<file path="src/sv/sdft_pkg.sv">
`timescale 1ns / 1ps
// ----------------------------------------------------------------------------
// sdft_pkg
// Shared sizes, codes and types of the steepest-descent flow tracer.
// ----------------------------------------------------------------------------
package sdft_pkg;

    // Map and trace limits.
    localparam int MAX_WIDTH    = 256;
    localparam int MAX_DEPTH    = 256;
    localparam int MAX_SEGMENTS = 64;

    // Field widths.
    localparam int COORD_W  = 8;
    localparam int HEIGHT_W = 16;
    localparam int DIM_W    = 9;

    // Height store geometry and segment counter width.
    localparam int MAP_CELLS = MAX_WIDTH * MAX_DEPTH;
    localparam int ADDR_W    = $clog2(MAP_CELLS);
    localparam int CNT_W     = $clog2(MAX_SEGMENTS + 1);

    // Largest usable map size along each axis.
    localparam int LIM_WIDTH = (MAX_WIDTH < 256) ? MAX_WIDTH : 256;
    localparam int LIM_DEPTH = (MAX_DEPTH < 256) ? MAX_DEPTH : 256;

    // Request kinds carried in the input tuser.
    localparam logic REQ_WRITE = 1'b0;
    localparam logic REQ_TRACE = 1'b1;

    // Configuration register indexes.
    localparam logic CFG_MAP_WIDTH = 1'b0;
    localparam logic CFG_MAP_DEPTH = 1'b1;

    // Tracer sequencer states.
    typedef enum logic [1:0] {
        ST_IDLE,
        ST_SCAN,
        ST_DRAIN,
        ST_EMIT
    } t_state;

    // One result item.
    typedef struct packed {
        logic                       segment_valid;
        logic [COORD_W-1:0]         from_x;
        logic [COORD_W-1:0]         from_z;
        logic signed [HEIGHT_W-1:0] from_height;
        logic [COORD_W-1:0]         to_x;
        logic [COORD_W-1:0]         to_z;
        logic signed [HEIGHT_W-1:0] to_height;
        logic                       truncated;
        logic                       last_segment;
    } t_result;

    // Access request from the tracer to the height store.
    typedef struct packed {
        logic                       we;
        logic [ADDR_W-1:0]          waddr;
        logic signed [HEIGHT_W-1:0] wdata;
        logic [ADDR_W-1:0]          raddr;
    } t_ram_req;

    // Linear store address of a map cell.
    function automatic logic [ADDR_W-1:0] cell_addr(input logic [COORD_W-1:0] x,
                                                    input logic [COORD_W-1:0] z);
        return ADDR_W'(32'(z) * MAX_WIDTH + 32'(x));
    endfunction

endpackage

</file>
<file path="src/sv/sdft_core.sv">
`timescale 1ns / 1ps
// ----------------------------------------------------------------------------
// sdft_core
// Trace sequencer: loads samples, scans neighbor windows through the height
// store read port and builds the result items of a trace.
// ----------------------------------------------------------------------------
module sdft_core
    import sdft_pkg::*;
(
    input  logic                       i_clk,
    input  logic                       i_rst_n,
    input  logic                       i_in_valid,
    output logic                       o_in_ready,
    input  logic                       i_req_type,
    input  logic [COORD_W-1:0]         i_x,
    input  logic [COORD_W-1:0]         i_z,
    input  logic signed [HEIGHT_W-1:0] i_height,
    input  logic [DIM_W-1:0]           i_width,
    input  logic [DIM_W-1:0]           i_depth,
    output t_ram_req                   o_ram,
    input  logic signed [HEIGHT_W-1:0] i_ram_rdata,
    output logic                       o_push,
    output t_result                    o_result,
    input  logic                       i_slot_free
);

    t_state r_state, n_state;

    logic                       r_cen, n_cen;
    logic [COORD_W-1:0]         r_sx, n_sx, r_sz, n_sz;
    logic                       r_pv, n_pv, r_pc, n_pc;
    logic [COORD_W-1:0]         r_px, n_px, r_pz, n_pz;
    logic signed [HEIGHT_W-1:0] r_ch, n_ch, r_best, n_best;
    logic                       r_found, n_found;
    logic [COORD_W-1:0]         r_bx, n_bx, r_bz, n_bz;
    logic [COORD_W-1:0]         r_cx, n_cx, r_cz, n_cz;
    logic [COORD_W-1:0]         r_fx, n_fx, r_fz, n_fz;
    logic signed [HEIGHT_W-1:0] r_fh, n_fh;
    logic                       r_first, n_first;
    logic [CNT_W-1:0]           r_count, n_count;
    t_result                    r_res, n_res;
    logic                       r_end, n_end;

    logic               accept_trace;
    logic               start_outside;
    logic [COORD_W-1:0] x0, x1, z0, z1;
    logic               scan_last;
    logic [CNT_W-1:0]   cnt1;
    logic               seg_last;

    // Request decode.
    assign accept_trace  = (r_state == ST_IDLE) && i_in_valid && (i_req_type == REQ_TRACE);
    assign start_outside = ({1'b0, i_x} >= i_width) || ({1'b0, i_z} >= i_depth);

    // Neighbor window of the current cell, clipped to the map.
    assign x0 = (r_cx != '0) ? r_cx - 1'b1 : '0;
    assign z0 = (r_cz != '0) ? r_cz - 1'b1 : '0;
    assign x1 = (({1'b0, r_cx} + 1'b1) < i_width) ? r_cx + 1'b1 : COORD_W'(i_width - 1'b1);
    assign z1 = (({1'b0, r_cz} + 1'b1) < i_depth) ? r_cz + 1'b1 : COORD_W'(i_depth - 1'b1);
    assign scan_last = !r_cen && (r_sx == x1) && (r_sz == z1);

    // Move bookkeeping for a scan that follows a move.
    assign cnt1     = r_count + 1'b1;
    assign seg_last = !n_found || (32'(cnt1) >= MAX_SEGMENTS);

    // Compare stage: fold the sample that returns from the store.
    always_comb begin
        n_ch    = r_ch;
        n_best  = r_best;
        n_found = r_found;
        n_bx    = r_bx;
        n_bz    = r_bz;
        if (r_pc) begin
            n_ch    = i_ram_rdata;
            n_best  = i_ram_rdata;
            n_found = 1'b0;
        end else if (r_pv && (i_ram_rdata < r_best)) begin
            n_best  = i_ram_rdata;
            n_found = 1'b1;
            n_bx    = r_px;
            n_bz    = r_pz;
        end
    end

    // Next state.
    always_comb begin
        n_state = r_state;
        unique case (r_state)
            ST_IDLE: begin
                if (accept_trace) begin
                    n_state = start_outside ? ST_EMIT : ST_SCAN;
                end
            end
            ST_SCAN: begin
                if (scan_last) begin
                    n_state = ST_DRAIN;
                end
            end
            ST_DRAIN: begin
                n_state = (r_first && n_found) ? ST_SCAN : ST_EMIT;
            end
            ST_EMIT: begin
                if (i_slot_free) begin
                    n_state = r_end ? ST_IDLE : ST_SCAN;
                end
            end
            default: n_state = ST_IDLE;
        endcase
    end

    // Outputs.
    always_comb begin
        o_in_ready  = 1'b0;
        o_push      = 1'b0;
        o_ram.we    = 1'b0;
        o_ram.waddr = cell_addr(i_x, i_z);
        o_ram.wdata = i_height;
        o_ram.raddr = r_cen ? cell_addr(r_cx, r_cz) : cell_addr(r_sx, r_sz);
        o_result    = r_res;
        unique case (r_state)
            ST_IDLE: begin
                o_in_ready = 1'b1;
                o_ram.we   = i_in_valid && (i_req_type == REQ_WRITE)
                             && (32'(i_x) < MAX_WIDTH) && (32'(i_z) < MAX_DEPTH);
            end
            ST_EMIT: begin
                o_push = 1'b1;
            end
            default: begin
                o_in_ready = 1'b0;
            end
        endcase
    end

    // Datapath next values.
    always_comb begin
        n_cen   = r_cen;
        n_sx    = r_sx;
        n_sz    = r_sz;
        n_pv    = 1'b0;
        n_pc    = 1'b0;
        n_px    = r_sx;
        n_pz    = r_sz;
        n_cx    = r_cx;
        n_cz    = r_cz;
        n_fx    = r_fx;
        n_fz    = r_fz;
        n_fh    = r_fh;
        n_first = r_first;
        n_count = r_count;
        n_res   = r_res;
        n_end   = r_end;
        case (r_state)
            ST_IDLE: begin
                if (accept_trace) begin
                    n_cx    = i_x;
                    n_cz    = i_z;
                    n_first = 1'b1;
                    n_count = '0;
                    n_cen   = 1'b1;
                    if (start_outside) begin
                        n_res              = '0;
                        n_res.from_x       = i_x;
                        n_res.from_z       = i_z;
                        n_res.last_segment = 1'b1;
                        n_end              = 1'b1;
                    end
                end
            end
            ST_SCAN: begin
                if (r_cen) begin
                    // Center read first; it seeds the running minimum.
                    n_pc  = 1'b1;
                    n_cen = 1'b0;
                    n_sx  = x0;
                    n_sz  = z0;
                end else begin
                    n_pv = !((r_sx == r_cx) && (r_sz == r_cz));
                    if (r_sz == z1) begin
                        n_sz = z0;
                        n_sx = r_sx + 1'b1;
                    end else begin
                        n_sz = r_sz + 1'b1;
                    end
                end
            end
            ST_DRAIN: begin
                n_cen = 1'b1;
                if (r_first) begin
                    if (n_found) begin
                        n_fx    = r_cx;
                        n_fz    = r_cz;
                        n_fh    = n_ch;
                        n_cx    = n_bx;
                        n_cz    = n_bz;
                        n_first = 1'b0;
                    end else begin
                        n_res              = '0;
                        n_res.from_x       = r_cx;
                        n_res.from_z       = r_cz;
                        n_res.from_height  = n_ch;
                        n_res.last_segment = 1'b1;
                        n_end              = 1'b1;
                    end
                end else begin
                    n_res.segment_valid = 1'b1;
                    n_res.from_x        = r_fx;
                    n_res.from_z        = r_fz;
                    n_res.from_height   = r_fh;
                    n_res.to_x          = r_cx;
                    n_res.to_z          = r_cz;
                    n_res.to_height     = n_ch;
                    n_res.truncated     = n_found && seg_last;
                    n_res.last_segment  = seg_last;
                    n_end               = seg_last;
                    n_count             = cnt1;
                    if (!seg_last) begin
                        n_fx = r_cx;
                        n_fz = r_cz;
                        n_fh = n_ch;
                        n_cx = n_bx;
                        n_cz = n_bz;
                    end
                end
            end
            default: begin
                n_end = r_end;
            end
        endcase
    end

    // Control registers.
    always_ff @(posedge i_clk) begin
        if (!i_rst_n) begin
            r_state <= ST_IDLE;
            r_cen   <= 1'b0;
            r_pv    <= 1'b0;
            r_pc    <= 1'b0;
            r_first <= 1'b0;
            r_end   <= 1'b0;
            r_count <= '0;
            r_cx    <= '0;
            r_cz    <= '0;
        end else begin
            r_state <= n_state;
            r_cen   <= n_cen;
            r_pv    <= n_pv;
            r_pc    <= n_pc;
            r_first <= n_first;
            r_end   <= n_end;
            r_count <= n_count;
            r_cx    <= n_cx;
            r_cz    <= n_cz;
        end
    end

    // Payload registers.
    always_ff @(posedge i_clk) begin
        r_sx    <= n_sx;
        r_sz    <= n_sz;
        r_px    <= n_px;
        r_pz    <= n_pz;
        r_ch    <= n_ch;
        r_best  <= n_best;
        r_found <= n_found;
        r_bx    <= n_bx;
        r_bz    <= n_bz;
        r_fx    <= n_fx;
        r_fz    <= n_fz;
        r_fh    <= n_fh;
        r_res   <= n_res;
    end

endmodule

</file>
<file path="config.mk">
export PLATFORM = sky130hd
export DESIGN_NAME = sdft_core
export DESIGN_NICKNAME = d
export VERILOG_FILES = /design/src/sv/sdft_pkg.sv /design/src/sv/sdft_core.sv
export SDC_FILE = /design/constraint.sdc
export NUM_CORES = 1
export LEC_CHECK = 0
export ABC_CLOCK_PERIOD_IN_PS = 6200
export BUFFER_PORTS_ARGS = -buffer_cell sky130_fd_sc_hd__buf_4
export CAP_MARGIN = 20
export CORE_MARGIN = 10
export CORE_UTILIZATION = 60
export CTS_CLUSTER_DIAMETER = 60
export CTS_CLUSTER_SIZE = 10
export DETAILED_ROUTE_END_ITERATION = 6
export PLACE_DENSITY = 0.85
export SLEW_MARGIN = 20
export SYNTH_ARGS = -nofsm -noshare
export SYNTH_HDL_FRONTEND = slang
export SYNTH_SLANG_ARGS = --single-unit
</file>
<file path="constraint.sdc">
create_clock -name i_clk -period 6.2 [get_ports i_clk]
set_input_delay 0.31 -clock i_clk [delete_from_list [all_inputs] [get_ports i_clk]]
set_output_delay 0.31 -clock i_clk [all_outputs]
set_load 0.01 [all_outputs]
</file>
# After elaboration in Yosys (flattened, before gate mapping)
# Cells that the tools add are included.
# word_totals
register_bits	210
output_inout_bits	118
elab_cells	167
# classes
add_sub_neg	14
magnitude_cmp	6
eq_ne	17
n_mux	66
n_bitwise	3
reduce_logical	31
# ops
op	count
$mux 67	4
$mux 8	26
$pmux 67 s2	1
$mux 16	7
$add 16x8->16	3
$add 8x1->8 const B	4
$eq 8x8->1	4
$pmux 8 s2	2
$sub 8x1->8 const B	4
$add 8x1->9 const B	2
$ge 8x9->1	2
$lt 9x9->1	2
$lt 16x16->1	1
$reduce_bool 8->1	2
$mux 1	14
$mux 7	2
$ne 2x2->1 const B	7
$pmux 7 s2	1
$mux 2	5
$logic_and 1x1->1	9
$ne 3x3->1 const B	3
$reduce_and 3->1	3
$pmux 2 s4	1
$reduce_and 2->1	4
14 further kinds	24

# Logic depth before layout (Yosys ltp)
# Gate-level depths: netlist of run 1.
# depth
depth_word	9
ltp_mapped	15

# Worst setup path after synthesis of run 1
# Ideal clock, no wire load.
# synth_timing
path_kind	register -> register
startpoint	register r_best[7]
endpoint	register r_res (netlist bit o_result[0]) (enable)
arrival_ps	3348
required_ps	5767
setup_slack_ps	2419
path_stages_with_launch	10
n_path_buf	0
period_less_slack_ps	3781
cell_sequence	edfxtp_1 > inv_1 > ha_1 > and4_1 > o211ai_1 > o31ai_1 > or3_4 > a31oi_4 > a31oi_1 > and2_1
# synth_via
elab_chain_cells	6
# synth_rtl
element	line	source
from (decl)	sdft_core.sv:33	logic signed [HEIGHT_W-1:0] r_ch, n_ch, r_best, n_best;
from (signal assigned)	sdft_core.sv:264	r_best <= n_best;
$lt 16x16->1	sdft_core.sv:77	end else if (r_pv && (i_ram_rdata < r_best)) begin
$logic_and 1x1->1	sdft_core.sv:77	
$mux 1	sdft_core.sv:77	
$mux 1	sdft_core.sv:73	if (r_pc) begin
net n_found	sdft_core.sv:34	logic r_found, n_found;
$ne 3x3->1 (no source line)	n/a	
$reduce_and 4->1 (no source line)	n/a	
to (signal assigned)	sdft_core.sv:271	r_res <= n_res;
to (decl)	sdft_core.sv:41	t_result r_res, n_res;
# The timed path passes the listed nets, and every way through them passes these cells.
# A chain may end at the register's enable or synchronous reset.

# Final worst setup path of run 1
# layout_timing
startpoint	register r_cz[0]
endpoint	register r_sx[6] (netlist: n_px[6]) (enable)
# layout_via
elab_chain_cells	6
# layout_rtl
element	line	source
from (decl)	sdft_core.sv:36	logic [COORD_W-1:0] r_cx, n_cx, r_cz, n_cz;
from (signal assigned)	sdft_core.sv:253	r_cz <= n_cz;
$add 8x1->9	sdft_core.sv:59	assign z1 = (({1'b0, r_cz} + 1'b1) < i_depth) ? r_cz + 1'b1 : COORD_W'(i_depth - 1'b1);
$lt 9x9->1	sdft_core.sv:59	
$mux 8 (*)	sdft_core.sv:59	
$eq 8x8->1 (*)	sdft_core.sv:179	if (r_sz == z1) begin
$reduce_bool 2->1 (no source line) (*)	n/a	
$reduce_and 2->1 (no source line) (*)	n/a	
to (signal assigned)	sdft_core.sv:259	r_sx <= n_sx;
to (decl)	sdft_core.sv:30	logic [COORD_W-1:0] r_sx, n_sx, r_sz, n_sz;
# Mark *: on every way between the ends. The rest lies on a longest branch, timed or not.

==> summary.md, run 1 <==
| Metric | Value |
|---|---|
| Status | `completed` |
| Max VDD drop | `0.000235 V` |
| Most numerous cell in the Yosys netlist | `edfxtp_1` |
| Sequential element share of the synthesized area | `51.1%` |
| Static leakage | `0.00523 µW` |
| First-pass GRT wire length | `42400 µm` |
| Clk Tree Root Cell | `clkbuf_16` |
| Clock share of power | `36.4%` |
| DRC Markers | `0` |
| Top FF cell, synth | `edfxtp_1` |
| Hold crit path type | `in -> reg` |
| Setup TNS | `0 ns` |
| Xor/xnor share of the synthesized area | `6.49%` |
| Combinational family with the most area after synthesis | `multiplexers` |
| Final instance area | `0.0128 mm²` |
| Slowest-stage cell, CP | `dfxtp_1` |
| Final setup viols | `0` |
| Antenna Nets Post-Route | `0` |
| Crit path time final | `4.43 ns` |
| FF-to-FF path depth | `12` |
| Worst-path clk slew | `0.06 ns` |
| Clock buffer depth | `3` |
| Largest area contributor in the netlist | `edfxtp_1` |
| GR Util met1 | `27.2%` |
| CP Max Fanout | `15` |
| Diode count | `0` |
| Slowest Stage Delay on Critical Path | `0.65 ns` |
| Total gr overflow | `0` |
| Total net switching power | `970 µW` |
| Synth Warn # | `0` |
| Worst skew pair latency | `0.52 ns` |
| Startpoint Class | `flip-flop` |
| M3 GR Usage | `3.91%` |
| Syn nets | `1073` |
| Placed Area | `0.0118 mm²` |
| Hold Path Depth | `4` |
| Mean post-synth cell area | `11.4 µm²` |
| GR peak layer | `met2` |
| Synth Area in Compound Gates | `8.18%` |
| Mean routed wirelength per cell | `20.4 µm` |
| Nets | `1196` |
| Net Sw Frac | `26.0%` |
| Via Count | `7644` |
| Port buffer count | `156` |
| Fmax | `0.226 GHz` |
| Mux cell area share after synthesis | `10.6%` |
| Fin. Hold Viols | `0` |
| RSZ-0062 raised after global routing | `no` |
| Synth unique cells | `66` |
| Die area | `0.0237 mm²` |
| Initial antenna violation count | `0` |
| Worst Setup End Kind | `flip-flop` |
| Post-synth EDFFs | `131` |
| Comb power frac | `16.9%` |
| Max Cap Violations | `0` |
| Req. time, crit path | `6.38 ns` |
| CTS tree | `built` |
| Hold-fix buffers, CTS | `16` |
| Drt first-iter violations | `650` |
| Synth Area in Adders | `6.49%` |
| Die width | `154 µm` |
| Worst setup path category | `reg -> reg` |
| Routed vias/inst | `5.82` |
| 1st-pass router iterations | `5` |
| Worst-case clock skew | `0.0141 ns` |
| CTS resizes | `0` |
| Fin crit share | `71.5%` |
| Io pins | `189` |
| Synth Instances | `946` |
| Met2 Track Usage GR | `37.3%` |
| Largest net degree at the start of global routing | `65` |
| Routability Congestion | `0.935` |
| Aggregate global-route resource usage | `21.5%` |
| Flop pwr share | `46.7%` |
| Post-DP HPWL | `18700 µm` |
| Initial core utilization | `61.7%` |
| Synthesized flop and latch total | `210` |
| FP Rows | `48` |
| Synth top area share | `36.5%` |
| P&R area growth vs syn | `18.4%` |
| Worst-Margin Slew | `0.963 ns` |
| Commonest cells post-synth | `edfxtp_1, dfxtp_1, inv_1` |
| Top post-synthesis cells by area | `edfxtp_1, dfxtp_1, ha_1` |
| Pwr/cell area | `292 mW/mm²` |
| Slew headroom | `35.8%` |
| H-tree depth | `1` |
| Internal Pwr Total | `2760 µW` |
| Ys async rst share | `0%` |
| CTS sink count | `210` |
| Vias in the first global route | `7832` |
| WHS | `0.117 ns` |
| Final wirelength | `26800 µm` |
| Crit-path cells | `ha_1 > nand3_1 > xnor2_1 > ha_1 > a211oi_1 > o21ai_1 > a221o_1 > mux2i_1 > xnor2_1 > nor4_4 > a21o_1 > and2_1` |
| Simple-gate share of the synthesized area | `10.5%` |
| Synthesized cell area | `0.0108 mm²` |
| Core Box Area | `0.0175 mm²` |
| Worst Path Arrival | `4.62 ns` |
| Inserted Clock Buffers | `25` |
| Die height | `154 µm` |
| Slew Limit Fails | `0` |
| Layout cells sized above 1 | `24.3%` |
| Post-CTS Setup Inserts | `0` |
==> cell type report <==
type                            instances  area [µm²]
Tap cell                              225         282
Sequential cell                       210        5520
Multi-Input combinational cell        587        4560
Timing Repair Buffer                  181        1400
Inverter                               64         240
Clock buffer                           45         753
Clock inverter                          1        20.0
Fill cell                            1156        4700
==> logic make-up after synthesis <==
group / Yosys count
multiplexers: 105
buffers and inverters: 149
AND/OR/NAND/NOR: 218
adder cells (fa/ha/maj): 56
XOR/XNOR: 80
flip-flops: 210
AO/OA/AOI/OAI: 128
==> final timing paths <==
check,from,to,slack [ns]
worst max register to register,r_cz[0],n_px[6],1.77
worst max-delay path,r_cz[0],n_px[6],1.77
worst min register to register,r_bz[5],r_bz[5],0.47
worst min-delay path,i_slot_free,r_state[1],0.12
==> cell usage in the layout, fill, tap and decap left out, types with 3 or more instances in the layout <==
cell type      count
a22o_1            16
nor3_1            15
buf_4            165
o22ai_1            5
a21o_1             7
xnor2_1           58
and4_1             5
nor4b_1            3
nand4_1           14
nor2_1            58
dfxtp_1           79
clkbuf_16         27
a211oi_1           3
and3_1            13
mux2_4             5
mux2i_1           50
nand2_1           42
inv_1             64
o21ai_0           30
clkbuf_1          17
nor4_1             5
nand2b_1           4
dlygate4sd3_1     16
ha_1              56
a21oi_1           39
nand3_1           23
mux2_2            48
xor2_1            22
edfxtp_1         131
or2_2              3
o211a_1            3
and2_1            15
==> worst max-delay path: cells and delay by family, from the launching register on <==
| kind | cells | cell delay, ns |
|---|---|---|
| adders and majority gates | 2 | 0.62 |
| and+or+nand+nor | 3 | 0.83 |
| AOI/OAI and AO/OA | 4 | 1.32 |
| DFF | 1 | 0.65 |
| xor gates and xnor gates | 2 | 0.40 |
| muxes | 1 | 0.28 |
==> layer usage <==
layer  wire (µm)  up-vias
met4         564        0
met2       13500      327
met1       10800     3689
met3        1880       47
met5           0        -
li1            -     3581
==> through the flow <==
step / setup WS, ns / total power, µW / utilization (%) / cells
floorplan: 2.42 / 2170 / - / 946
global placement: 2.00 / 2350 / 67.7 / 1251
detailed placement: 1.82 / 2380 / 67.7 / 1251
CTS: 1.78 / 3750 / 73.1 / 1313
global route: 1.50 / 3880 / 73.1 / 1313
finish: 1.77 / 3730 / 73.1 / 1313
==> power groups by stage <==
stage / combinational (µW) / clock (µW) / sequential (µW)
after floorplan: 438 / 0 / 1730
final: 631 / 1360 / 1740
after global routing: 696 / 1430 / 1760
after CTS: 632 / 1370 / 1740
after detailed placement: 612 / 0 / 1770
after global placement: 591 / 0 / 1760
==> registers in the layout (all words and copies together), names as in the netlist, 2 cells and up <==
register	cells
r_pz	8
o_result	67
n_px	8
r_px	8
r_fz	8
r_fx	8
r_bz	8
n_pz	8
r_cx	8
r_ch	16
r_best	16
r_cz	8
r_fh	16
r_bx	8
r_count	7
r_state	2
Note: power is estimated with default switching activity, not from simulation.
==> run 2: changes to the inputs <==
--- a/config.mk
+++ b/config.mk
@@ -5,15 +5,16 @@
 export SDC_FILE = /design/constraint.sdc
 export NUM_CORES = 1
 export LEC_CHECK = 0
-export ABC_CLOCK_PERIOD_IN_PS = 6200
+export ABC_AREA = 1
+export ABC_CLOCK_PERIOD_IN_PS = 4000
 export BUFFER_PORTS_ARGS = -buffer_cell sky130_fd_sc_hd__buf_4
 export CAP_MARGIN = 20
 export CORE_MARGIN = 10
-export CORE_UTILIZATION = 60
+export CORE_UTILIZATION = 52
 export CTS_CLUSTER_DIAMETER = 60
 export CTS_CLUSTER_SIZE = 10
 export DETAILED_ROUTE_END_ITERATION = 6
-export PLACE_DENSITY = 0.85
+export PLACE_DENSITY = 0.78
 export SLEW_MARGIN = 20
 export SYNTH_ARGS = -nofsm -noshare
 export SYNTH_HDL_FRONTEND = slang
==> constraint.sdc (replaced) <==
create_clock -name i_clk -period 4 [get_ports i_clk]
set_input_delay 0.2 -clock i_clk [delete_from_list [all_inputs] [get_ports i_clk]]
set_output_delay 0.2 -clock i_clk [all_outputs]
set_load 0.01 [all_outputs]
==> run 2 against run 1 <==
Utilization fell by 9.9 points; clock power rose by 46%; synthesized cell count rose by 44%; sequential power rose by 120%; fmax rose by 29%; count of clock-buffer cells in the layout fell by 2; die area rose by 18%; largest power group is now combinational cells; highest routed layer unchanged.
==> summary.md, run 2 <==
| Metric | Value |
|---|---|
| Status | `completed` |
| Inserted Clock Buffers | `25` |
| Port buffer count | `156` |
| Max VDD drop | `0.000374 V` |
| CTS sink count | `210` |
| Req. time, crit path | `4.21 ns` |
| Die width | `167 µm` |
| Met2 Track Usage GR | `34.7%` |
| M3 GR Usage | `3.72%` |
| Commonest non-fill, non-tap cell in the layout | `nand2_1` |
| Synth top area share | `34.8%` |
| Hold-fix buffers, CTS | `17` |
| Clock buffer depth | `3` |
| Pwr/cell area | `743 mW/mm²` |
| Antenna Nets Post-Route | `0` |
| Synth Instances | `1362` |
| Power after layout | `9960 µW` |
| Fin crit share | `85.9%` |
| Worst-Margin Slew | `0.942 ns` |
| Fmax | `0.291 GHz` |
| Post-synth EDFFs | `131` |
| Ys async rst share | `0%` |
| Io pins | `189` |
| Top post-synthesis cells by area | `edfxtp_1, dfxtp_1, nand2_1` |
| Startpoint Class | `flip-flop` |
| Worst-case clock skew | `0.0127 ns` |
| Static leakage | `0.00626 µW` |
| CP Max Fanout | `16` |
| Mean post-synth cell area | `8.31 µm²` |
| Nets | `1632` |
| Vias in the first global route | `9255` |
| Synth unique cells | `42` |
| First-pass GRT wire length | `48500 µm` |
| Worst skew pair latency | `0.51 ns` |
| Setup TNS | `0 ns` |
| CTS resizes | `0` |
| Sequential element share of the synthesized area | `48.8%` |
| RSZ-0062 raised after global routing | `no` |
| Fillers | `1799` |
| GR peak layer | `met2` |
| Worst Path Arrival | `3.64 ns` |
| Max Cap Violations | `0` |
| Largest net degree at the start of global routing | `50` |
| Most numerous cell in the Yosys netlist | `nand2_1` |
| Final worst slack | `0.564 ns` |
| Synth Warn # | `0` |
| Core Box Area | `0.0212 mm²` |
| Crit path time final | `3.44 ns` |
| CTS tree | `built` |
| Die area | `0.0281 mm²` |
| Drt first-iter violations | `877` |
| Routability Congestion | `0.961` |
| Total gr overflow | `0` |
| Hold crit path type | `in -> reg` |
| DRC Markers | `0` |
| Syn nets | `1489` |
| Worst Setup End Kind | `flip-flop` |
| Worst setup path category | `reg -> reg` |
| GR Util met1 | `27.0%` |
| Top FF cell, synth | `edfxtp_1` |
| Mean routed wirelength per cell | `17.0 µm` |
| Post-CTS Setup Inserts | `0` |
| Initial antenna violation count | `0` |
| Synthesized cell area | `0.0113 mm²` |
| Routed vias/inst | `5.35` |
| Post-place setup slack | `0.613 ns` |
| Post-DP HPWL | `22300 µm` |
| Diode count | `0` |
| Fin. Hold Viols | `0` |
| Aggregate global-route resource usage | `20.7%` |
| Clk Tree Root Cell | `clkbuf_16` |
| Slew headroom | `37.0%` |
| 1st-pass router iterations | `5` |
| Largest register FFs | `67` |
| Synthesized flop and latch total | `210` |
| Largest area contributor in the netlist | `edfxtp_1` |
| Most frequent cells in the layout | `nand2_1, inv_1, buf_4, edfxtp_1, nor2_1` |
| Slew Limit Fails | `0` |
| H-tree depth | `1` |
| Layout cells sized above 1 | `15.4%` |
| Via Count | `9618` |
| P&R area growth vs syn | `18.5%` |
| Final wirelength | `30600 µm` |
| FP Rows | `53` |
| Register area | `0.00552 mm²` |
| Worst-path clk slew | `0.06 ns` |
| Area of the multi-input gates | `0.00461 mm²` |
| Initial core utilization | `53.3%` |
| Commonest cells post-synth | `nand2_1, inv_1, edfxtp_1` |
| Die height | `167 µm` |
| Final setup viols | `0` |
[run 2: kinds of logic (layout without fill, tap and decap cells)]
| family | Yosys count | count (layout) | share of synthesized area, % |
|---|---|---|---|
| XOR/XNOR | 29 | 29 | 2.25 |
| flip-flops | 210 | 210 | 48.8 |
| adder cells (fa/ha/maj) | 56 | 56 | 6.19 |
| AO/OA/AOI/OAI | 164 | 164 | 8.69 |
| AND/OR/NAND/NOR | 629 | 629 | 23.6 |
| buffers and inverters | 274 | 435 | 10.5 |
[run 2: area by class of cell]
type,instances,area share [%]
inverter,203,5.70
multi-input combinational,878,34.4
clock buffer,43,5.17
tap,275,2.57
clock inverter,2,0.103
timing repair buffer,187,10.9
sequential,210,41.1
[run 2: final timing paths]
kind	from	to	slack, ns	cells past startpoint
worst max register to register	r_cz[0]	n_px[5]	0.56	21
worst min-delay path	i_rst_n	r_cx[7]	0.08	3
worst max-delay path	r_cz[0]	n_px[5]	0.56	21
worst min register to register	r_end	r_end	0.46	2
[run 2: layer usage]
layer	vias to the layer above	part of all wire, %
met5	-	0
met4	0	1.9
met3	53	8.6
met2	422	48
met1	4439	41
li1	4704	-
[run 2: critical path, cell delays in order, from the launching register on]
cell and delay (ns):
dfxtp_1 0.51, ha_1 0.27, nand4_1 0.15, nor2_1 0.13, nand2_1 0.07, nand2_1 0.08
inv_1 0.06, ha_1 0.29, nand2_1 0.06, nand2_1 0.08, a21oi_4 0.21, nand3_4 0.20
nand2_1 0.13, nand2_1 0.05, nand2_1 0.05, nand2_1 0.05, nor2_1 0.12, nand3_2 0.10
nor2_4 0.15, nor2_4 0.07, nor2_1 0.11, buf_4 0.18
[run 2: through the flow]
stage / utilization [%] / instance area, µm² / hold slack, ns / cells
after floorplan: - / 11300 / 0.299 / 1362
after global placement: 58.9 / 12500 / 0.393 / 1735
after detailed placement: 58.9 / 12500 / 0.393 / 1735
after CTS: 63.0 / 13400 / 0.0602 / 1797
after global routing: 63.2 / 13400 / 0.0878 / 1798
final: 63.2 / 13400 / 0.0755 / 1798
[run 2: power by group]
part	internal [µW]	switching, µW
clock network	1170	813
registers	3240	516
logic	1480	2740
total	5890	4070
